[config.mk]
export PLATFORM = sky130hd
export DESIGN_NAME = sjc_line_mem
export DESIGN_NICKNAME = d
export VERILOG_FILES = /design/src/hw/rtl/sjc_pkg.sv /design/src/hw/rtl/sjc_line_mem.sv
export SDC_FILE = /design/constraint.sdc
export NUM_CORES = 2
export LEC_CHECK = 0
export BUFFER_PORTS_ARGS = -buffer_cell sky130_fd_sc_hd__buf_2
export CORE_AREA = 8 8 750 826
export CTS_CLUSTER_SIZE = 40
export DETAILED_ROUTE_END_ITERATION = 16
export DIE_AREA = 0 0 758 834
export HOLD_SLACK_MARGIN = 0.15
export PLACE_DENSITY = 0.47
export SLEW_MARGIN = 20
export SYNTH_ARGS = -nofsm -noshare
export SYNTH_HDL_FRONTEND = slang
export SYNTH_SLANG_ARGS = --single-unit
[constraint.sdc]
create_clock -name clk -period 6.8 [get_ports clk]
set_input_delay 0.34 -clock clk [delete_from_list [all_inputs] [get_ports clk]]
set_output_delay 0.34 -clock clk [all_outputs]
set_load 0.005 [all_outputs]
[src/hw/rtl/sjc_pkg.sv]
// Package for the skeleton junction classifier.
// Holds sizes, register addresses and the types shared by the sjc_* modules.
// No dependencies.
package sjc_pkg;

  localparam int MAX_WIDTH  = 2048;
  localparam int COL_W      = $clog2(MAX_WIDTH);
  localparam int ROW_W      = 16;
  localparam int LW_W       = 12;
  localparam int CNT_W      = (COL_W + 1 > LW_W) ? COL_W + 1 : LW_W;
  localparam int RUN_W      = 3;
  localparam int APB_ADDR_W = 3;
  localparam int APB_DATA_W = 32;
  localparam int MIN_WIDTH  = 3;
  localparam int LW_RESET   = 640;

  localparam logic [ROW_W-1:0] ROW_MAX = '1;

  // word address of the line_width register (paddr[APB_ADDR_W-1:2])
  localparam logic [APB_ADDR_W-3:0] REG_LINE_WIDTH = '0;

  typedef struct packed {
    logic upper;
    logic middle;
  } line_word_t;

  typedef struct packed {
    logic [COL_W-1:0] col;
    logic [ROW_W-1:0] row;
    logic             pixel;
    logic             fwd;
    line_word_t       fwd_word;
  } s1_item_t;

  typedef struct packed {
    logic             result_valid;
    logic [COL_W-1:0] center_col;
    logic [ROW_W-1:0] center_row;
    logic             center_pixel;
    logic [RUN_W-1:0] run_count;
    logic             is_junction;
    logic             is_endpoint;
  } result_t;

endpackage

[src/hw/rtl/sjc_line_mem.sv]
// Line buffer memory: one word per column holding the upper and middle row bits.
// One write port, one registered read port. Depends on sjc_pkg.
module sjc_line_mem (
  input  logic                        clk,
  input  logic                        rd_en,
  input  logic [sjc_pkg::COL_W-1:0]   rd_addr,
  output sjc_pkg::line_word_t         rd_data,
  input  logic                        wr_en,
  input  logic [sjc_pkg::COL_W-1:0]   wr_addr,
  input  sjc_pkg::line_word_t         wr_data
);

  sjc_pkg::line_word_t mem [sjc_pkg::MAX_WIDTH];

  always_ff @(posedge clk) begin
    if (wr_en) begin
      mem[wr_addr] <= wr_data;
    end
  end

  always_ff @(posedge clk) begin
    if (rd_en) begin
      rd_data <= mem[rd_addr];
    end
  end

endmodule

Word-level counts from Yosys, hierarchy flattened. Memories as Yosys holds them, arrays and structs flattened. A register that Yosys moved wholly into a read port is not among the register bits. Index checks and enable logic that the tools add are counted.

Output and inout port bits: 2. Register bits after elaboration: 0. Memories kept: 1. Bits in writable memories: 4096. Word-level logic and storage cells: 3.

Muxes and demuxes: 2.

Memory list: mem (words 2048, width 2, read ports 1, clocked after Yosys merged registers in 1, write ports 1, line sjc_line_mem.sv:13) `sjc_pkg::line_word_t mem [sjc_pkg::MAX_WIDTH];`.

Operator list (number): 2-to-1 mux 1 bit (2).

Longest topological paths before layout.
Depth in word-level cells: 2. Depth in mapped cells: 16. Gate-level depth less buffers: 9.

Worst setup path after synthesis. No wires, ideal clock.

Kind: input to register. From: in rd_addr[1] (netlist bit). To: reg rd_data[0] (netlist name). Data arrival time: 2.555 ns. Path buffers: 4. Setup slack: 3.979 ns. Cell stages on the path: 11. Required time: 6.535 ns. Setup time: 0.265 ns. Cells stage by stage: buf_6 -> buf_4 -> buf_2 -> clkbuf_1 -> mux4_2 -> mux4_2 -> mux2i_1 -> a21oi_1 -> nand4_1 -> o41ai_1 -> or3_1.

RTL lines: from (decl) (line sjc_line_mem.sv:6) `input logic [sjc_pkg::COL_W-1:0] rd_addr,`.

==> summary.md <==
| Metric | Value |
|---|---|
| Status | complete, no violations |
| Initial antenna violation count | 48 |
| Fmax | 224.4 MHz |
| Final core occ | 0.3178 |
| First-pass DRT Iterations | 8 |
| Fin area | 192300 um^2 |
| H-tree depth | 5 |
| Hold crit path type | in2reg |
| Setup TNS | 0 ns |
| GP Congestion | 0.8212 |
| Clock share of power | 0.437 |
| Count of cell types in the netlist | 80 |
| Post-Place Cell Area | 177900 um^2 |
| CTS clk-pin slew, worst paths | 0.06 ns |
| Drt wl/cell | 30.33 um |
| Pre-CTS setup slack | 1.057 ns |
| Crit Path Max Fanout | 52 |
| P_sw | 12.08 mW |
| Hold Crit Depth | 3 |
| I/O pin total | 29 |
| Post-CTS sizing | 0 |
| Peak VDD IR | 216.7 uV |
| Remaining global-route overflow | 0 |
| Max-Cap Viols | 0 |
| Post-Synthesis Mean Instance Area | 16.59 um^2 |
| Synth warn | 0 |
| Effective utilization at floorplan | 0.2790 |
| Die X | 758 um |
| Post-DP HPWL | 334200 um |
| PwrDens | 281.8 nW/um^2 |
| Ranking of synthesized cells by area | edfxtp_1 73%, mux4_2 8.2%, nor2_1 4.8%, mux2i_1 4.7%, o221ai_1 1.3% |
| FP Rows | 300 |
| Pin count of the biggest net entering global routing | 228 |
| # hold bufs at CTS | 13 |
| Synth Net Count | 10200 |
| DRT iter0 DRCs | 11360 |
| CP arrival | 5.32 ns |
| Post-synth top area cell | edfxtp_1 |
| Die area | 632200 um^2 |
| Total CTS buffers | 444 |
| Final net count | 10170 |
| Startpoint types | input pin |
| Worst Reg2Reg Path Length in Cells | 10 |
| Power share of the combinational group | 0.049 |
| Number of synthesized flops with an enable pin | 4098 |
| Area share of the largest cell type after synthesis | 0.7290 |
| Routed Antenna Nets | 0 |
| Routed WL | 562000 um |
| Core Area | 605100 um^2 |
| Slew Limit Fails | 0 |
| Final worst slack | 2.344 ns |
| Vias in the first global route | 98760 |
| Worst skew pair latency | 1.00 ns |
| Fin crit share | 0.6554 |
| Required @ worst endpoint | 7.67 ns |
| Sw Ratio | 0.2229 |
| RSZ-0062 raised after global routing | false |
| Setup crit end kind | flop |
| Final number of hold-violating endpoints | 0 |
| Synth cell count leaders | 4098 x edfxtp_1, 2181 x nor2_1, 798 x mux2i_1 |
| CTS Buffer Depth | 4 |
| Main synth FF type | edfxtp_1 |
| Share of layout cells above drive strength 1 | 0.1644 |
| # setup viols final | 0 |
| Reg power frac | 0.513 |
| Max-Slew Margin vs Limit | 0.1346 |
| Vias | 95930 |
| Tmin final | 4.456 ns |
| DRC viols | 0 |
| Leakage | 58.14 nW |
| Async S/R FF share, synth | 0 |
| Mapped Cells | 10170 |
| Fill cells | 58830 |
| Synthesis-stage register bit count | 4098 |
| Final hold slack | 0.3507 ns |
| CTS Root Cell | clkbuf_16 |
| Worst Path Class, Setup | in2reg |
| Die Ht | 834 um |
| Internal cell power | 42.11 mW |
| Tot GR Track Use | 0.1718 |
| First-pass GRT wire length | 775200 um |
| Layout area overhead | 13.92% |
| Vias per cell | 5.178 |
| Top-count cell post-synth | edfxtp_1 |
| Area of the mapped netlist | 168800 um^2 |
| Slew @ Worst Pin | 1.298 ns |
| Postcts setup bufs | 0 |
| I/O Buffers | 28 |
| CTS tree | yes |
| Register area share after synthesis | 0.7290 |
| Clock sinks | 4098 |
| Clock skew | 0.04207 ns |
[worst paths after layout]
check,from,to,slack (ns)
worst max register to register,mem[27][0]$_DFFE_PP_,rd_data[0]$_DFFE_PP_,3.12
worst max-delay path,rd_addr[2],rd_data[0]$_DFFE_PP_,2.34
worst min-delay path,wr_en,mem[1098][1]$_DFFE_PP_,0.35
worst min register to register,mem[252][1]$_DFFE_PP_,rd_data[1]$_DFFE_PP_,1.32
[cell type report]
| class | count | area, um^2 | area share |
|---|---|---|---|
| antenna | 18 | 45.04 | 0.0002342 |
| inverter | 4 | 27.53 | 0.0001431 |
| sequential | 4098 | 123100 | 0.6399 |
| clock inverter | 280 | 2643 | 0.01374 |
| tap | 8003 | 10010 | 0.05207 |
| clock buffer | 532 | 11500 | 0.05983 |
| timing repair buffer | 373 | 3617 | 0.01881 |
| multi-input combinational | 5219 | 41390 | 0.2152 |
[logic make-up after synthesis]
group | after synthesis | share of synthesized area
buffers and inverters | 857 | 0.02995
AOI/OAI and AO/OA | 910 | 0.03776
DFF | 4098 | 0.7290
muxes | 1459 | 0.1346
and+or+nand+nor | 2850 | 0.06868
[state kept, by name, indices dropped and copies added, names as in the netlist]
register	flops
rd_data	2
mem	4096
[placed cells by master, fill, tap and decap left out, types with 15 or more instances in the layout]
| cell type | synthesis | final |
|---|---|---|
| nand3_4 | 0 | 32 |
| clkbuf_16 | 0 | 447 |
| a21oi_1 | 149 | 149 |
| nand2_2 | 2 | 30 |
| nor2_1 | 2181 | 2176 |
| nand4_1 | 26 | 26 |
| nand3_1 | 81 | 48 |
| and2_1 | 19 | 19 |
| nor4_1 | 61 | 60 |
| mux2_2 | 22 | 22 |
| buf_2 | 88 | 20 |
| clkbuf_1 | 446 | 85 |
| o21ai_0 | 123 | 123 |
| diode_2 | 0 | 18 |
| buf_4 | 27 | 272 |
| nor3_1 | 163 | 153 |
| bufinv_16 | 0 | 39 |
| a211oi_1 | 63 | 62 |
| o22ai_1 | 178 | 177 |
| a31oi_1 | 19 | 18 |
| o31ai_1 | 15 | 15 |
| mux4_1 | 26 | 26 |
| a2111oi_0 | 25 | 22 |
| mux2i_1 | 798 | 798 |
| edfxtp_1 | 4098 | 4098 |
| clkinv_1 | 2 | 111 |
| buf_12 | 15 | 63 |
| mux4_2 | 612 | 612 |
| clkinv_2 | 0 | 87 |
| o221ai_1 | 251 | 251 |
| nand2_1 | 228 | 200 |
[critical path: stages]
cell and delay, ns:
buf_8 0.18, nand2b_4 0.79, buf_12 0.46, buf_4 0.23
o221ai_1 0.25, nor3_1 0.10, nor4_1 0.75, nand4_1 0.21
nor4_2 0.74, buf_4 0.22, o311ai_0 0.22, nor4_1 0.40
or3_1 0.19
[stage by stage]
step | cells | power (mW)
CTS | 18510 | 54.62
detailed placement | 17680 | 31.02
finish | 18530 | 54.19
global placement | 17680 | 30.98
floorplan | 10170 | 29.73
global route | 18510 | 55.61
[layer usage]
metal	wire length (um)	global-route usage
met1	227600	0.2248
met2	273000	0.2913
met3	41780	0.02894
met4	19480	0.05271
met5	88	0
[power groups by stage]
stage               clock [mW]  combinational, mW  sequential [mW]
global route              25.0               2.79             27.8
CTS                       24.1               2.69             27.8
detailed placement           0               2.67             28.3
floorplan                    0               1.39             28.3
finish                    23.7               2.67             27.8
global placement             0               2.64             28.3
No activity file was read; power rests on OpenSTA's default activity.
