<file path="src/hw/rtl/sjc_pkg.sv">
// Package for the skeleton junction classifier.
// Holds sizes, register addresses and the types shared by the sjc_* modules.
// No dependencies.
package sjc_pkg;

  localparam int MAX_WIDTH  = 2048;
  localparam int COL_W      = $clog2(MAX_WIDTH);
  localparam int ROW_W      = 16;
  localparam int LW_W       = 12;
  localparam int CNT_W      = (COL_W + 1 > LW_W) ? COL_W + 1 : LW_W;
  localparam int RUN_W      = 3;
  localparam int APB_ADDR_W = 3;
  localparam int APB_DATA_W = 32;
  localparam int MIN_WIDTH  = 3;
  localparam int LW_RESET   = 640;

  localparam logic [ROW_W-1:0] ROW_MAX = '1;

  // word address of the line_width register (paddr[APB_ADDR_W-1:2])
  localparam logic [APB_ADDR_W-3:0] REG_LINE_WIDTH = '0;

  typedef struct packed {
    logic upper;
    logic middle;
  } line_word_t;

  typedef struct packed {
    logic [COL_W-1:0] col;
    logic [ROW_W-1:0] row;
    logic             pixel;
    logic             fwd;
    line_word_t       fwd_word;
  } s1_item_t;

  typedef struct packed {
    logic             result_valid;
    logic [COL_W-1:0] center_col;
    logic [ROW_W-1:0] center_row;
    logic             center_pixel;
    logic [RUN_W-1:0] run_count;
    logic             is_junction;
    logic             is_endpoint;
  } result_t;

endpackage

</file>
<file path="src/hw/rtl/sjc_window.sv">
// 3x3 window and crossing-number classification for the item in stage 1.
// Builds the memory write-back word and the result. Depends on sjc_pkg.
module sjc_window (
  input  logic                        clk,
  input  logic                        rst,
  input  sjc_pkg::s1_item_t           s1,
  input  sjc_pkg::line_word_t         rd_word,
  input  logic                        advance,
  output sjc_pkg::line_word_t         wr_word,
  output sjc_pkg::result_t            result
);

  sjc_pkg::line_word_t     word;
  logic [8:0]              win;
  logic [8:0]              win_next;
  logic [7:0]              ring;
  logic [7:0]              rise;
  logic [sjc_pkg::RUN_W-1:0] runs;
  logic                    center;
  logic                    has_center;
  logic                    inner;

  assign word           = s1.fwd ? s1.fwd_word : rd_word;
  assign wr_word.upper  = word.middle;
  assign wr_word.middle = s1.pixel;

  // bit index = 3*column + row; newest column enters at the top
  assign win_next = {s1.pixel, word.middle, word.upper, win[8:3]};

  always_ff @(posedge clk) begin
    if (rst) begin
      win <= '0;
    end else if (advance) begin
      win <= win_next;
    end
  end

  // N, NE, E, SE, S, SW, W, NW
  assign ring = {win_next[0], win_next[1], win_next[2], win_next[5],
                 win_next[8], win_next[7], win_next[6], win_next[3]};

  always_comb begin
    for (int i = 0; i < 8; i++) begin
      rise[i] = !ring[i] && ring[(i + 1) % 8];
    end
  end

  assign runs       = (&ring) ? sjc_pkg::RUN_W'(1) : sjc_pkg::RUN_W'($countones(rise));
  assign center     = win_next[4];
  assign has_center = (s1.col != '0) && (s1.row != '0);
  assign inner      = (s1.col != sjc_pkg::COL_W'(1)) && (s1.row != sjc_pkg::ROW_W'(1));

  always_comb begin
    result = '0;
    if (has_center) begin
      result.result_valid = 1'b1;
      result.center_col   = s1.col - sjc_pkg::COL_W'(1);
      result.center_row   = s1.row - sjc_pkg::ROW_W'(1);
      result.center_pixel = center;
      if (center && inner) begin
        result.run_count   = runs;
        result.is_junction = (runs > sjc_pkg::RUN_W'(2));
        result.is_endpoint = (runs == sjc_pkg::RUN_W'(1));
      end
    end
  end

endmodule

</file>
<file path="config.mk">
export PLATFORM = sky130hd
export DESIGN_NAME = sjc_window
export DESIGN_NICKNAME = d
export VERILOG_FILES = /design/src/hw/rtl/sjc_pkg.sv /design/src/hw/rtl/sjc_window.sv
export SDC_FILE = /design/constraint.sdc
export NUM_CORES = 1
export LEC_CHECK = 0
export BUFFER_PORTS_ARGS = -buffer_cell sky130_fd_sc_hd__buf_4
export CAP_MARGIN = 20
export CORE_MARGIN = 1.5
export CORE_UTILIZATION = 44
export DETAILED_ROUTE_END_ITERATION = 12
export PLACE_DENSITY = 0.82
export SLEW_MARGIN = 40
export SYNTH_ARGS = -nofsm -noshare
export SYNTH_HDL_FRONTEND = slang
export SYNTH_SLANG_ARGS = --single-unit
</file>
<file path="constraint.sdc">
create_clock -name clk -period 4 [get_ports clk]
set_clock_uncertainty 0.15 [all_clocks]
set_input_delay 0.4 -clock clk [delete_from_list [all_inputs] [get_ports clk]]
set_output_delay 0.4 -clock clk [all_outputs]
set_load 0.05 [all_outputs]
</file>
* Yosys cells after proc, flatten, opt, wreduce, memory -nomap -nowiden
Index checks and enable logic that the tools add are counted.
** Storage, ports and cells
- Register bits after elaboration :: 9
- Latch bits :: 0
- Memory bits (writable) :: 0
- Bits in read-only memories :: 0
- Input bits :: 36
- Word-level logic and storage cells :: 40
- Memories kept :: 0
** Cells by class
- $add $sub $neg :: 9
- Multipliers :: 0
- Divide/modulo/power cells :: 0
- Magnitude comparators :: 1
- Eq/ne operators :: 3
- Shifts and indexed selects :: 0
- Mux-type cells :: 4
- Bitwise logic cells :: 0
- Reductions and logical operators :: 22
** Operators with widths (number)
- $mux W34 :: 1
- $ne A16 B1 Y1 const B :: 1
- $reduce_bool A16 Y1 :: 1
- $sub A16 B1 Y16 const B :: 1
- $logic_and A1 B1 Y1 :: 11
- $ne A11 B1 Y1 const B :: 1
- $reduce_bool A11 Y1 :: 1
- $sub A11 B1 Y11 const B :: 1
- $add A1 B1 Y2 :: 4
- $logic_not A1 Y1 :: 8
- $reduce_and A8 Y1 :: 1
- $add A2 B2 Y3 :: 2
- $mux W5 :: 1
- $add A3 B3 Y3 :: 1
- $eq A3 B1 Y1 const B :: 1
- $gt A3 B2 Y1 const B :: 1
- $mux W3 :: 1
- $mux W2 :: 1

* Logic depth before layout (Yosys ltp)
- Word-level depth :: 10
- Gate-level depth with buffers :: 13
- Depth with buffers taken out :: 13

* Worst setup path before layout
OpenSTA, ideal clock, no wires.
- Path kind :: input to output
- From :: input rd_word[1] in the netlist's numbering
- To :: output result[1] in the netlist's numbering
- Data arrival time :: 4.124 ns
- Required time :: 3.450 ns
- Slack :: -0.674 ns
- Stages :: 12
- Buffers on the path :: 0
- Path through :: nor2b_1 a21oi_1 mux2i_1 ha_1 inv_1 fa_1 inv_1 fa_1 ha_1 fa_1 nand2_1 a211oi_1
** RTL lines
- start: declaration :: RTL line sjc_window.sv:7 : input sjc_pkg::line_word_t rd_word,
- end: declaration :: RTL line sjc_window.sv:10 : output sjc_pkg::result_t result

==> impl_metrics.csv <==
group,metric,value,unit
outcome,status,"complete, but fails checks",
outcome,violations,"setup timing",
clocking,cts.hold.buffers_added,0,
yosys,netlist_area,0.001204,mm²
drt,drc,0,
clocking,cts_buffers,3,
worst_hold_path,hold_depth,2,
grt,grt_pass1_vias,1435,
yosys,synth_simple_gate_area_share,0.3929,
grt,antenna_found_initial,0,
layout,top_register,"win",
yosys,synth_nets,212,
floorplan,die_h,55.30,µm
floorplan,initial_core_util,0.4772,
yosys,synth_seq_area_share,0.09979,
power,powerDensity,219.6,mW/mm²
yosys,yosys.area_share.xor_xnor,0.1310,
layout,largest_reg_flops,6,
power,p_leak,0.8561,nW
timing,max-slew-margin-rel,0.5548,
drt,wl,3.496,mm
power,ir_drop,0.0003023,V
yosys,muxShareOfSynthArea,0.04990,
yosys,syn-instance-count,165,
yosys,synth_cell_types,36,
placed_design,io_buffers,71,
floorplan,fp.dieW,55.30,µm
yosys,yosys_register_bits,6,
critical_path,cp-end-kind,"primary output",
placed_design,place_hpwl,2.767,mm
placed_design,placed_cell_area,0.001785,mm²
floorplan,io_pins,72,
timing,rsz0062_at_grt,"yes",
timing,fmax,243.2,MHz
drt,via_per_inst,5.410,
timing,worstMarginPinSlew,0.6641,ns
floorplan,dieArea,0.003058,mm²
drt,ant_nets,0,
clocking,clkTransAtPathRegs,0.05,ns
grt,grt.total_usage,0.2341,
timing,layout_setup_ws,-0.1126,ns
clocking,clkLatencyLatePin,0.24,ns
timing,finalSetupViolCount,3,
yosys,synth_compound_area_frac,0.1216,
critical_path,crit_required,3.45,ns
critical_path,path_max_fanout,4,
layout,drive_gt1_frac,0.4286,
layout,post-route-util,0.7490,
drt,drt_pass1_iterations,4,
layout,area_growth,56.96,%
yosys,synth_warnings,0,
timing,finalHoldViolCount,0,
drt,drtIter0Drc,54,
timing,slew_violations,0,
grt,grt_pass1_wl,6.106,mm
run,drv_cap,0,
layout,reg_top3,"win: 6 flops",
timing,finalSetupTns,-0.2647,ns
layout,nets,287,
layout,diodes,0,
yosys,syn_avg_cell_area,7.295,µm²
drt,wire_per_inst,13.04,µm
worst_hold_path,hold_class,"in -> reg",
grt,grt.overflow.total,0,
clocking,cts_tree,"yes",
yosys,synthAdderAreaFrac,0.1331,
clocking,clockBufferDepth,2,
layout,final_cell_area,0.001889,mm²
clocking,cts-root-buf,"clkbuf_4",
grt,grt_start_max_net_pins,17,
floorplan,core-area,0.002522,mm²
critical_path,cp.arrival,3.56,ns
timing,period_share,1.028,
drt,vias,1450,
clocking,htreeDepth,1,
clocking,cts.sinks,6,
critical_path,path_class,"in -> out",
placed_design,place.gp.congestion,0.8565,
yosys,synth_top_family_by_area,"simple AND/OR/NAND/NOR gates",
floorplan,core.rowCount,18,
critical_path,startpoint_type,"input port",
critical_path,worstRegToRegCells,2,
timing,finalCriticalPeriod,4.113,ns
==> final cells by class <==
type | instances | area, µm²
Inverter | 11 | 41.29
Clock buffer | 3 | 22.52
Tap cell | 30 | 37.54
Timing Repair Buffer | 77 | 600.6
Sequential cell | 6 | 120.1
Multi-Input combinational cell | 141 | 1067
Fill cell | 201 | 633.1
==> layout by cell type (no fill, tap or decap), drive strengths merged, types with 6 or more instances in the layout <==
cell	synthesis	layout
nor2	39	39
inv	11	11
buf	5	77
mux2i	6	6
dfxtp	6	6
nand2	9	9
xor2	13	13
ha	8	8
a21oi	6	6
or4	6	6
==> final timing paths <==
check	startpoint	slack, ns	end
max	s1[2]	-0.11	result[0]
min	rst	0.22	win[3]
max reg2reg	win[6]	3.10	win[6]
min reg2reg	win[7]	0.38	win[7]
==> cells in the mapped netlist, drive strengths merged <==
cell	number	area share
clkbuf	2	0.0062
fa	3	0.050
and2	1	0.0052
xnor2	5	0.036
o22ai	1	0.010
or4	6	0.042
o31ai	4	0.025
ha	8	0.083
nand3	5	0.021
nand3b	1	0.0062
o21ba	2	0.017
nand2b	2	0.010
nor3	5	0.021
inv	11	0.034
dfxtp	6	0.10
o211a	1	0.0083
a32oi	1	0.0073
mux2i	6	0.050
and3b	1	0.0073
a211oi	3	0.019
nor2	39	0.12
buf	5	0.031
nand2	9	0.028
a21oi	6	0.025
nand4	5	0.031
o211ai	1	0.010
nor3b	1	0.0062
nor2b	4	0.021
xor2	13	0.095
nor4	5	0.051
or4b	1	0.011
or3	2	0.010
==> power breakdown <==
part           internal (mW)  switching (mW)  leakage, nW  total (mW)
Sequential            0.0633         0.00368       0.0493      0.0670
Clock                 0.0340          0.0220       0.0138      0.0560
Combinational          0.115           0.177        0.793       0.292
==> routing by layer <==
metal	global-route usage	wire, µm	vias up	part of all wire
met5	0	0	-	0
met4	0.01394	0	0	0
met3	0.04918	220	0	0.063
met2	0.4592	1882	57	0.54
met1	0.2673	1394	670	0.40
li1	-	-	723	-
==> metrics by stage <==
step	hold slack (ns)	setup slack (ns)	cells	power [mW]
4_1_cts	0.2149	-0.06933	268	0.4103
3_3_place_gp	0.3686	-0.1394	262	0.3298
2_1_floorplan	0.3224	-0.1606	165	0.2399
6_report	0.2180	-0.1126	268	0.4149
3_5_place_dp	0.3788	-0.2700	262	0.3372
5_1_grt	0.2258	-0.2074	268	0.4395
==> critical path: stages <==
cell and delay (ns):
buf_6 0.10, mux2i_2 0.24, mux2i_1 0.12, ha_1 0.32, inv_2 0.05, fa_1 0.49
inv_2 0.04, fa_1 0.51, ha_2 0.21, fa_2 0.56, and3b_1 0.18, o21ba_2 0.20
buf_6 0.15
==> cells by family (layout without fill, tap and decap cells) <==
| group | Yosys count | in the layout |
|---|---|---|
| adder cells (fa/ha/maj) | 11 | 11 |
| AO/OA/AOI/OAI | 19 | 19 |
| buffers and inverters | 18 | 91 |
| AND/OR/NAND/NOR | 87 | 87 |
| multiplexers | 6 | 6 |
| flip-flops | 6 | 6 |
| XOR/XNOR | 18 | 18 |
==> timing repair <==
item / in CTS / in global routing
pin swaps: 7 / 3
setup buffers: 3 / 0
resized for setup: 15 / 2
endpoints found under the setup margin: 4 / 4
No activity file was read; power rests on OpenSTA's default activity.
