<file path="src/hw/rtl/sjc_pkg.sv">
// Package for the skeleton junction classifier.
// Holds sizes, register addresses and the types shared by the sjc_* modules.
// No dependencies.
package sjc_pkg;

  localparam int MAX_WIDTH  = 2048;
  localparam int COL_W      = $clog2(MAX_WIDTH);
  localparam int ROW_W      = 16;
  localparam int LW_W       = 12;
  localparam int CNT_W      = (COL_W + 1 > LW_W) ? COL_W + 1 : LW_W;
  localparam int RUN_W      = 3;
  localparam int APB_ADDR_W = 3;
  localparam int APB_DATA_W = 32;
  localparam int MIN_WIDTH  = 3;
  localparam int LW_RESET   = 640;

  localparam logic [ROW_W-1:0] ROW_MAX = '1;

  // word address of the line_width register (paddr[APB_ADDR_W-1:2])
  localparam logic [APB_ADDR_W-3:0] REG_LINE_WIDTH = '0;

  typedef struct packed {
    logic upper;
    logic middle;
  } line_word_t;

  typedef struct packed {
    logic [COL_W-1:0] col;
    logic [ROW_W-1:0] row;
    logic             pixel;
    logic             fwd;
    line_word_t       fwd_word;
  } s1_item_t;

  typedef struct packed {
    logic             result_valid;
    logic [COL_W-1:0] center_col;
    logic [ROW_W-1:0] center_row;
    logic             center_pixel;
    logic [RUN_W-1:0] run_count;
    logic             is_junction;
    logic             is_endpoint;
  } result_t;

endpackage

</file>
<file path="src/hw/rtl/sjc_apb_regs.sv">
// APB register file for the classifier: holds line_width.
// Depends on sjc_pkg.
module sjc_apb_regs (
  input  logic                            clk,
  input  logic                            rst,
  input  logic                            psel,
  input  logic                            penable,
  input  logic                            pwrite,
  input  logic [sjc_pkg::APB_ADDR_W-1:0]  paddr,
  input  logic [sjc_pkg::APB_DATA_W-1:0]  pwdata,
  output logic [sjc_pkg::APB_DATA_W-1:0]  prdata,
  output logic                            pready,
  output logic [sjc_pkg::LW_W-1:0]        line_width
);

  logic hit;

  assign hit    = (paddr[sjc_pkg::APB_ADDR_W-1:2] == sjc_pkg::REG_LINE_WIDTH);
  assign pready = 1'b1;

  always_ff @(posedge clk) begin
    if (rst) begin
      line_width <= sjc_pkg::LW_W'(sjc_pkg::LW_RESET);
    end else if (psel && penable && pwrite && pready && hit) begin
      line_width <= pwdata[sjc_pkg::LW_W-1:0];
    end
  end

  always_comb begin
    prdata = '0;
    if (hit) begin
      prdata = sjc_pkg::APB_DATA_W'(line_width);
    end
  end

endmodule

</file>
<file path="config.mk">
export PLATFORM = sky130hd
export DESIGN_NAME = sjc_apb_regs
export DESIGN_NICKNAME = d
export VERILOG_FILES = /design/src/hw/rtl/sjc_pkg.sv /design/src/hw/rtl/sjc_apb_regs.sv
export SDC_FILE = /design/constraint.sdc
export NUM_CORES = 1
export LEC_CHECK = 0
export ABC_AREA = 1
export BUFFER_PORTS_ARGS = -buffer_cell sky130_fd_sc_hd__buf_4
export CORE_UTILIZATION = 37
export CTS_CLUSTER_DIAMETER = 60
export DETAILED_ROUTE_END_ITERATION = 6
export GPL_ROUTABILITY_DRIVEN = 0
export PLACE_DENSITY = 0.95
export SLEW_MARGIN = 20
export SYNTH_ARGS = -nofsm -noshare
export SYNTH_HDL_FRONTEND = slang
export SYNTH_SLANG_ARGS = --single-unit
</file>
<file path="constraint.sdc">
create_clock -name clk -period 2.33 [get_ports clk]
set_clock_uncertainty 0.15 [all_clocks]
set_input_delay 0.3495 -clock clk [delete_from_list [all_inputs] [get_ports clk]]
set_output_delay 0.3495 -clock clk [all_outputs]
set_load 0.01 [all_outputs]
</file>
# Word-level counts from Yosys, hierarchy flattened
# Index checks and enable logic that the tools add are counted.
# word_totals
ff_bits	12
wordCells	6
output_inout_bits	45
# op_classes
muxes	1
bitwise_logic	1
reduce_logical	3
# op_table
operator	n
$mux W12	1
$logic_and A1 B1 Y1	3
$not A1 Y1	1

# Logic depth before layout (Yosys ltp)
# Gate-level depths: netlist (run 1).
# depth
word_depth	3
depth_mapped	6

# Worst setup path before layout (run 1)
# Ideal clock, no wire load.
# synth_timing
kind	input -> output
start	input paddr[2] in the netlist's numbering
end	output prdata[0] in the netlist's numbering
t_required_ps	1831
arrival_time_ps	683
slack_ps	1148
path_buffers	1
stages	2
cell_sequence	buf_2 -> nor2_1
# synth_between
elab_chain_len	1
# synth_rtl
element	line	rtl
start: declaration	sjc_apb_regs.sv:9	input logic [sjc_pkg::APB_ADDR_W-1:0] paddr,
$mux W12	sjc_apb_regs.sv:31	if (hit) begin
end: declaration	sjc_apb_regs.sv:11	output logic [sjc_pkg::APB_DATA_W-1:0] prdata,
# No other way between the ends.

# Final worst setup path (run 1)
# layout_timing
start	register line_width[4] in the netlist's numbering
end	output prdata[4] in the netlist's numbering
# layout_between
elab_chain_len	1
# layout_rtl
element	line	rtl
start: declaration	sjc_apb_regs.sv:13	output logic [sjc_pkg::LW_W-1:0] line_width
start signal: assignment	sjc_apb_regs.sv:23	line_width <= sjc_pkg::LW_W'(sjc_pkg::LW_RESET);
start signal: assignment	sjc_apb_regs.sv:25	line_width <= pwdata[sjc_pkg::LW_W-1:0];
$mux W12	sjc_apb_regs.sv:31	
# No other way between the ends.

==> results_dict.tcl, run 1 <==
set metrics [dict create \
    layout-drive-gt1-share 0.2874 \
    layout_top_registers "line_width: 12 flops" \
    io_buffers 41 \
    status "finished clean" \
    clk_latency_ns 0.27 \
    drt-total-wl_um 1517 \
    timing.critical_path.buf_inv 2 \
    finalNetCount 208 \
    critical_path.max_stage_delay_ns 0.37 \
    grt_setup_unrepaired "false" \
    cap_viol_max_count 0 \
    cp.arrival_ns 0.89 \
    routed_wire_length_per_instance_um 7.820 \
    layout.cells.most_common "sky130_fd_sc_hd__buf_4" \
    slowest_stage_cell_cp "sky130_fd_sc_hd__dfxtp_1" \
    fp.dieArea_um2 2351 \
    place.detailed.hpwl_um 1184 \
    top_level_ports 85 \
    pin_count_of_the_biggest_net_entering_global_routing 15 \
    timing.fmax_mhz 721.6 \
    worstSetupPathType "reg2out" \
    power_density_nw_per_um2 458.0 \
    drt_iter0_drc 4 \
    final.period_utilization 0.5948 \
    synth.yosys.seq_area_share 0.3005 \
    cts_tree "done" \
    die_width_um 48.49 \
    largest_register "line_width" \
    antenna_found_initial 0 \
    setup_viol 0 \
    grtUsageTotal 0.1381 \
    vias 745 \
    path_delay_family "flip-flops" \
    irDropWorstVdd_mv 0.2801 \
    largest_register_ffs 12 \
    setup_tns_ns 0 \
    report.final.slew_viol_count 0 \
    coreArea_um2 2002 \
    detail_route.first_pass.iterations 4 \
    cts-resized-gates 0 \
    filler_cell_count 211 \
    post_cts_setup_bufs 0 \
    overflow 0 \
    worstSetupStartpointType "flop" \
    number_of_cts_inserted_buffers 3 \
    critPathMaxFanout 3 \
    clock_path_buffers 2 \
    critical_path.cell_chain "inv_1, nor2_1, buf_4" \
    setup.worst_path.end_class "primary output" \
    mappedNetlistArea_um2 799.5 \
    cts_sinks 12 \
    most_frequent_cells_in_the_layout "41 x sky130_fd_sc_hd__buf_4, 33 x sky130_fd_sc_hd__nor2_1, 25 x sky130_fd_sc_hd__inv_1, 21 x sky130_fd_sc_hd__conb_1, 16 x sky130_fd_sc_hd__nand2_1" \
    min_path_type "in2reg" \
    synth_cells 129 \
    final.min_clock_period_ns 1.386 \
    ys_seq_elements 12 \
    rows 16 \
    grt_first_pass_wirelength_um 2490 \
    initial_utilization 0.3994 \
    insertedDiodeCount 0 \
    layout-area-overhead-vs-synth_pct 32.08 \
    postPlaceCellArea_um2 1020 \
    cts-root-buf "sky130_fd_sc_hd__clkbuf_4" \
    syn-mean-instance-area_um2 6.198 \
    worst-endpoint-required_ns 1.83 \
    vias_per_cell 3.840 \
    multiInputGateArea_um2 340.3 \
    hold_buffers 0 \
    regArea_um2 240.2 \
    post-route-cell-area_um2 1056 \
    cellLeakagePower_nw 0.6164 \
    worst_slew_pin_slew_ns 0.6655 \
    number_of_global_route_vias_before_repair 612 \
    finalHoldViolations 0 \
    synth_warnings 0 \
    clkTransAtPathRegs_ns 0.07 \
    antenna_violating_nets_post_route 0 \
    floorplan.die.height_um 48.49 \
    synth_cell_types 13 \
    cts_htree_levels 1 \
    maxSlewHeadroom 0.5547 \
    detail_route.drc_violations 0 \
]
## final cells by class
type / instances / area share
timing repair buffer: 41 / 0.2915
sequential: 12 / 0.2275
inverter: 26 / 0.09242
clock buffer: 4 / 0.03436
tap: 27 / 0.03199
multi-input combinational: 84 / 0.3223
## synth_stat cells
library cell | number | area [µm²]
sky130_fd_sc_hd__inv_2 | 1 | 3.750
sky130_fd_sc_hd__nor2_1 | 33 | 123.9
sky130_fd_sc_hd__inv_1 | 25 | 93.84
sky130_fd_sc_hd__nand2_1 | 16 | 60.06
sky130_fd_sc_hd__clkbuf_1 | 1 | 3.750
sky130_fd_sc_hd__buf_6 | 1 | 11.26
sky130_fd_sc_hd__dfxtp_1 | 12 | 240.2
sky130_fd_sc_hd__buf_2 | 1 | 5.000
sky130_fd_sc_hd__conb_1 | 2 | 7.510
sky130_fd_sc_hd__nand3_1 | 12 | 60.06
sky130_fd_sc_hd__nor2_4 | 1 | 11.26
sky130_fd_sc_hd__nand2_2 | 1 | 6.260
sky130_fd_sc_hd__buf_4 | 23 | 172.7
## worst register-to-register path, cell delays in order (launching register included)
cell	delay, ns
sky130_fd_sc_hd__dfxtp_1	0.37
sky130_fd_sc_hd__nor2_1	0.06
sky130_fd_sc_hd__nor2_1	0.11
## per-stage QoR
step / cells / hold WS, ns / setup WS, ns / power [mW] / util
2_1_floorplan: 148 / 0.3256 / 1.148 / 0.3075 / -
3_3_place_gp: 190 / 0.3209 / 0.6873 / 0.3234 / 0.5094
3_5_place_dp: 190 / 0.3221 / 0.6585 / 0.3253 / 0.5094
4_1_cts: 194 / 0.1379 / 0.9232 / 0.4898 / 0.5275
5_1_grt: 194 / 0.1352 / 0.8425 / 0.5143 / 0.5275
6_report: 194 / 0.1422 / 0.9442 / 0.4836 / 0.5275
## final timing paths
check                                                start  slack [ns]                    endpoint  depth (start not counted)
worst min register to register  line_width[7]$_SDFFE_PP1P_        0.34  line_width[7]$_SDFFE_PP1P_                          2
worst min-delay path                             pwdata[7]        0.14  line_width[7]$_SDFFE_PP1P_                          3
worst max register to register  line_width[4]$_SDFFE_PP0P_        1.59  line_width[4]$_SDFFE_PP0P_                          2
worst max-delay path            line_width[4]$_SDFFE_PP0P_        0.94                   prdata[4]                          3
## metal layers
| layer | track usage | share of wire | up-vias |
|---|---|---|---|
| met3 | 0.02830 | 0.063 | 2 |
| met5 | 0 | 0 | - |
| met2 | 0.2676 | 0.52 | 32 |
| met4 | 0.07353 | 0.0059 | 0 |
| met1 | 0.1357 | 0.41 | 308 |
| li1 | - | - | 403 |
## cells by family (layout without fill, tap and decap cells)
logic type    Yosys count  count (layout)  share of synthesized area
buf+inv                52              71                     0.3631
flops                  12              12                     0.3005
other cells             2              21                   0.009393
simple gates           63              63                     0.3271
## report_power, final
part | switching [mW] | internal, mW
combinational | 0.0574 | 0.0451
clock | 0.0690 | 0.0948
sequential | 0.00526 | 0.212
total | 0.132 | 0.352
No activity file was read; power rests on OpenSTA's default activity.
==> run 2: changes to the inputs <==
--- a/config.mk
+++ b/config.mk
@@ -7,11 +7,11 @@
 export LEC_CHECK = 0
 export ABC_AREA = 1
 export BUFFER_PORTS_ARGS = -buffer_cell sky130_fd_sc_hd__buf_4
-export CORE_UTILIZATION = 37
+export CORE_UTILIZATION = 34
 export CTS_CLUSTER_DIAMETER = 60
 export DETAILED_ROUTE_END_ITERATION = 6
 export GPL_ROUTABILITY_DRIVEN = 0
-export PLACE_DENSITY = 0.95
+export PLACE_DENSITY = 0.89
 export SLEW_MARGIN = 20
 export SYNTH_ARGS = -nofsm -noshare
 export SYNTH_HDL_FRONTEND = slang
==> constraint.sdc (replaced) <==
create_clock -name clk -period 1.37 [get_ports clk]
set_clock_uncertainty 0.15 [all_clocks]
set_input_delay 0.2055 -clock clk [delete_from_list [all_inputs] [get_ports clk]]
set_output_delay 0.2055 -clock clk [all_outputs]
set_load 0.01 [all_outputs]
==> results_dict.tcl, run 2 (synthesis results as in run 1) <==
set metrics [dict create \
    status "finished clean" \
    number_of_global_route_vias_before_repair 583 \
    critPathMaxFanout 3 \
    coreArea_um2 2212 \
    sequential_share_of_power 0.443 \
    clock_path_buffers 2 \
    place.detailed.hpwl_um 1211 \
    layout-area-overhead-vs-synth_pct 37.56 \
    netSwitchingPower_uw 227.3 \
    overflow 0 \
    worstSetupStartpointType "flop" \
    layout-drive-gt1-share 0.2965 \
    io_buffers 41 \
    min_to "line_width[11]$_SDFFE_PP0P_" \
    grtUsageTotal 0.1254 \
    filler_cell_count 241 \
    worstSetupPathType "reg2out" \
    finalNetCount 213 \
    cap_viol_max_count 0 \
    power_frac_comb 0.222 \
    report.final.slew_viol_count 0 \
    layout_top_registers "line_width: 12 flops" \
    setup_tns_ns 0 \
    final.period_utilization 0.9122 \
    setup_viol 0 \
    vias_per_cell 3.785 \
    antenna_found_initial 0 \
    cts-root-buf "sky130_fd_sc_hd__clkbuf_4" \
    min_from "pwdata[11]" \
    timing.fmax_mhz 800.2 \
    cellLeakagePower_nw 0.6398 \
    rows 17 \
    reg2reg_setup_slack_ns 0.64 \
    power_density_nw_per_um2 759.4 \
    reg2reg_depth 2 \
    routed_wire_length_per_instance_um 7.800 \
    detail_route.first_pass.iterations 4 \
    grt_setup_unrepaired "false" \
    cts_tree "done" \
    final.min_clock_period_ns 1.250 \
    cts-resized-gates 0 \
    die_width_um 50.49 \
    pin_count_of_the_biggest_net_entering_global_routing 13 \
    top_level_ports 85 \
    irDropWorstVdd_mv 0.3958 \
    worst-endpoint-required_ns 1.01 \
    regToRegEndpoint "line_width[4]$_SDFFE_PP0P_" \
    post-route-cell-area_um2 1100 \
    cts_sinks 12 \
    clkTransAtPathRegs_ns 0.08 \
    setup.worst_path.end_class "primary output" \
    grt_first_pass_wirelength_um 2456 \
    detail_route.drc_violations 0 \
    initial_utilization 0.3614 \
    timing.final.ws_setup_ns 0.1203 \
    worstHoldPathCells 5 \
    finalHoldViolations 0 \
    layout.cells.most_common "sky130_fd_sc_hd__buf_4" \
    pwr-share-clk 0.335 \
    drt_iter0_drc 2 \
    largest_register "line_width" \
    min_path_type "in2reg" \
    r2r-start "line_width[4]$_SDFFE_PP0P_" \
    insertedDiodeCount 0 \
    fp.dieArea_um2 2549 \
    drt-total-wl_um 1560 \
    final_core_utilization 0.4972 \
    cp.arrival_ns 0.89 \
    postPlaceCellArea_um2 1044 \
    preCtsSetupSlack_ns 0.1795 \
    vias 757 \
    power.switching_fraction 0.2721 \
    most_frequent_cells_in_the_layout "44 x sky130_fd_sc_hd__buf_4, 33 x sky130_fd_sc_hd__nor2_1, 25 x sky130_fd_sc_hd__inv_1, 21 x sky130_fd_sc_hd__conb_1, 16 x sky130_fd_sc_hd__nand2_1" \
    cts_htree_levels 1 \
    power.internal_uw 607.9 \
    number_of_cts_inserted_buffers 3 \
    antenna_violating_nets_post_route 0 \
    largest_register_ffs 12 \
    crit_path_start "line_width[5]$_SDFFE_PP0P_" \
    floorplan.die.height_um 50.49 \
    clk_latency_ns 0.26 \
]
==> run 2: cell count changes in the layout (fill, tap and decap cells not counted), sizes merged <==
cell         before  now
buf              41   44
dlygate4sd3       0    2
==> run 2: repair_timing <==
item | 4_1_cts | 5_1_grt
endpoints found under the hold margin | 2 | 0
setup buffers | 0 | 0
hold buffers | 2 | 0
==> run 2: power by group through the flow <==
stage / Clock (mW) / Combinational [mW] / Sequential, mW
after detailed placement: 0 / 0.181 / 0.378
after floorplan: 0 / 0.140 / 0.383
final: 0.280 / 0.185 / 0.370
after global routing: 0.308 / 0.207 / 0.372
after global placement: 0 / 0.179 / 0.378
after CTS: 0.288 / 0.186 / 0.370
==> run 2: cell type report <==
| type | count | area, µm² | share of cell area |
|---|---|---|---|
| Tap cell | 28 | 35.03 | 0.03185 |
| Inverter | 26 | 97.59 | 0.08874 |
| Clock buffer | 4 | 36.28 | 0.03299 |
| Multi-Input combinational cell | 84 | 340.3 | 0.3094 |
| Timing Repair Buffer | 46 | 350.3 | 0.3185 |
| Sequential cell | 12 | 240.2 | 0.2184 |
==> run 2: worst max path at each step <==
stage                                 endpoint  slack (ns)  depth (start not counted)
finish                               prdata[5]        0.12                          3
global route                         prdata[4]        0.05                          3
CTS                                  prdata[6]        0.11                          3
detailed placement  line_width[9]$_SDFFE_PP1P_        0.18                          6
global placement    line_width[9]$_SDFFE_PP1P_        0.19                          6
floorplan           line_width[7]$_SDFFE_PP1P_        0.42                          6
==> run 2: per-stage QoR <==
stage                     hold WS, ns  total power [mW]  instances
after floorplan                0.1816            0.5230        148
after global placement         0.2672            0.5566        194
after detailed placement       0.2798            0.5595        194
after CTS                     0.08855            0.8443        200
after global routing           0.1096            0.8862        200
final                         0.09192            0.8352        200
==> run 2: worst max-delay path: stages, from the launching register on <==
cell and delay (ns):
sky130_fd_sc_hd__dfxtp_1 0.37, sky130_fd_sc_hd__inv_1 0.05, sky130_fd_sc_hd__nor2_1 0.08, sky130_fd_sc_hd__buf_4 0.12
==> run 2: layer usage <==
metal,global-route usage,part of all wire
met2,0.2156,0.52
met1,0.1475,0.41
met5,0,0
met3,0.02727,0.065
met4,0.05556,0.0058
==> run 3: changes to the inputs <==
--- a/config.mk
+++ b/config.mk
@@ -7,11 +7,12 @@
 export LEC_CHECK = 0
 export ABC_AREA = 1
 export BUFFER_PORTS_ARGS = -buffer_cell sky130_fd_sc_hd__buf_4
-export CORE_UTILIZATION = 34
+export CORE_UTILIZATION = 35
+export CTS_BUF_LIST = sky130_fd_sc_hd__clkbuf_4
 export CTS_CLUSTER_DIAMETER = 60
 export DETAILED_ROUTE_END_ITERATION = 6
 export GPL_ROUTABILITY_DRIVEN = 0
-export PLACE_DENSITY = 0.89
+export PLACE_DENSITY = 0.91
 export SLEW_MARGIN = 20
 export SYNTH_ARGS = -nofsm -noshare
 export SYNTH_HDL_FRONTEND = slang
==> results_dict.tcl, run 3 (synthesis results as in run 1) <==
set metrics [dict create \
    critical_path.max_stage_delay_ns 0.36 \
    antenna_found_initial 0 \
    die_width_um 49.80 \
    slowest_stage_cell_cp "sky130_fd_sc_hd__dfxtp_1" \
    worstSetupPathType "reg2out" \
    cp.arrival_ns 0.87 \
    worstSetupStartpointType "flop" \
    routed_wire_length_per_instance_um 8.194 \
    report.final.slew_viol_count 0 \
    critical_path.cell_chain "inv_1, nor2_1, buf_4" \
    fp.dieArea_um2 2480 \
    rows 16 \
    grt_first_pass_wirelength_um 2553 \
    coreArea_um2 2062 \
    clkTransAtPathRegs_ns 0.07 \
    vias 744 \
    setup_tns_ns 0 \
    postPlaceCellArea_um2 1035 \
    most_frequent_cells_in_the_layout "43 x sky130_fd_sc_hd__buf_4, 33 x sky130_fd_sc_hd__nor2_1, 25 x sky130_fd_sc_hd__inv_1, 21 x sky130_fd_sc_hd__conb_1, 16 x sky130_fd_sc_hd__nand2_1" \
    initial_utilization 0.3877 \
    detail_route.first_pass.iterations 5 \
    setup.worst_path.end_class "primary output" \
    finalNetCount 211 \
    layout-area-overhead-vs-synth_pct 33.49 \
    post_cts_setup_bufs 0 \
    top_level_ports 85 \
    place.detailed.hpwl_um 1229 \
    cts_sinks 12 \
    cts-resized-gates 0 \
    io_buffers 41 \
    grt_setup_unrepaired "false" \
    final_cells 196 \
    timing.fmax_mhz 813.4 \
    layout-drive-gt1-share 0.2899 \
    pin_count_of_the_biggest_net_entering_global_routing 15 \
    post-route-cell-area_um2 1067 \
    overflow 0 \
    hold_buffers 1 \
    setup_viol 0 \
    worst-endpoint-required_ns 1.01 \
    irDropWorstVdd_mv 0.4783 \
    status "finished clean" \
    floorplan.die.height_um 49.80 \
    clk_latency_ns 0.26 \
    layout_top_registers "line_width: 12 flops" \
    detail_route.drc_violations 0 \
    power_density_nw_per_um2 713.1 \
    reg2reg_setup_slack_ns 0.62 \
    final.min_clock_period_ns 1.229 \
    drt-total-wl_um 1606 \
    layout.cells.most_common "sky130_fd_sc_hd__buf_4" \
    antenna_violating_nets_post_route 0 \
    clock_path_buffers 2 \
    cts-root-buf "sky130_fd_sc_hd__clkbuf_4" \
    cellLeakagePower_nw 0.6236 \
    largest_register_ffs 12 \
    grtUsageTotal 0.1353 \
    cap_viol_max_count 0 \
    final_core_utilization 0.5176 \
    vias_per_cell 3.796 \
    cts_tree "done" \
    number_of_cts_inserted_buffers 3 \
    largest_register "line_width" \
    final.period_utilization 0.8974 \
    cts_htree_levels 1 \
    insertedDiodeCount 0 \
    finalHoldViolations 0 \
    min_path_type "in2reg" \
    number_of_global_route_vias_before_repair 631 \
    dp.cells 192 \
    critPathMaxFanout 3 \
    drt_iter0_drc 9 \
]
run 3: critical path: cells and delay by family, from the launching register on:
kind / cells / cell delay, ns
buffers and inverters: 2 / 0.17
flip-flops: 1 / 0.36
AND/OR/NAND/NOR: 1 / 0.08
run 3: layout make-up:
type / count / area (µm²)
flip-flops and latches: 12 / 240.2
multi-input cells: 84 / 340.3
fillers: 224 / 994.7
clock buffers: 3 / 22.52
inverters: 26 / 97.59
well taps: 27 / 33.78
repair buffers: 44 / 332.8
run 3: layer usage:
metal | share of wire | GRT usage | up-vias
met5 | 0 | 0 | -
met4 | 0.0087 | 0.07143 | 0
met3 | 0.049 | 0.01852 | 2
met2 | 0.54 | 0.2523 | 36
met1 | 0.41 | 0.1447 | 296
li1 | - | - | 410
run 3: worst paths after layout:
kind,from,to,cells past startpoint
setup reg to reg,line_width[7]$_SDFFE_PP1P_,line_width[7]$_SDFFE_PP1P_,2
setup / recovery,line_width[4]$_SDFFE_PP0P_,prdata[4],3
hold / removal,pwdata[7],line_width[7]$_SDFFE_PP1P_,3
hold reg to reg,line_width[3]$_SDFFE_PP0P_,line_width[3]$_SDFFE_PP0P_,2
run 3: report_power, final:
part | leakage (nW) | internal [mW] | switching, mW | total, mW
clock | 0.0138 | 0.101 | 0.108 | 0.209
combinational | 0.512 | 0.0822 | 0.0999 | 0.182
sequential | 0.0976 | 0.361 | 0.00874 | 0.370
run 3: through the flow:
step           hold WS (ns)  total power [mW]  worst slack (ns)
2_1_floorplan        0.1816            0.5230            0.4171
3_3_place_gp         0.2665            0.5543            0.1784
3_5_place_dp         0.2700            0.5576            0.1840
4_1_cts             0.03542            0.7726            0.1245
5_1_grt             0.04698            0.8128           0.03496
6_report            0.04215            0.7611            0.1405
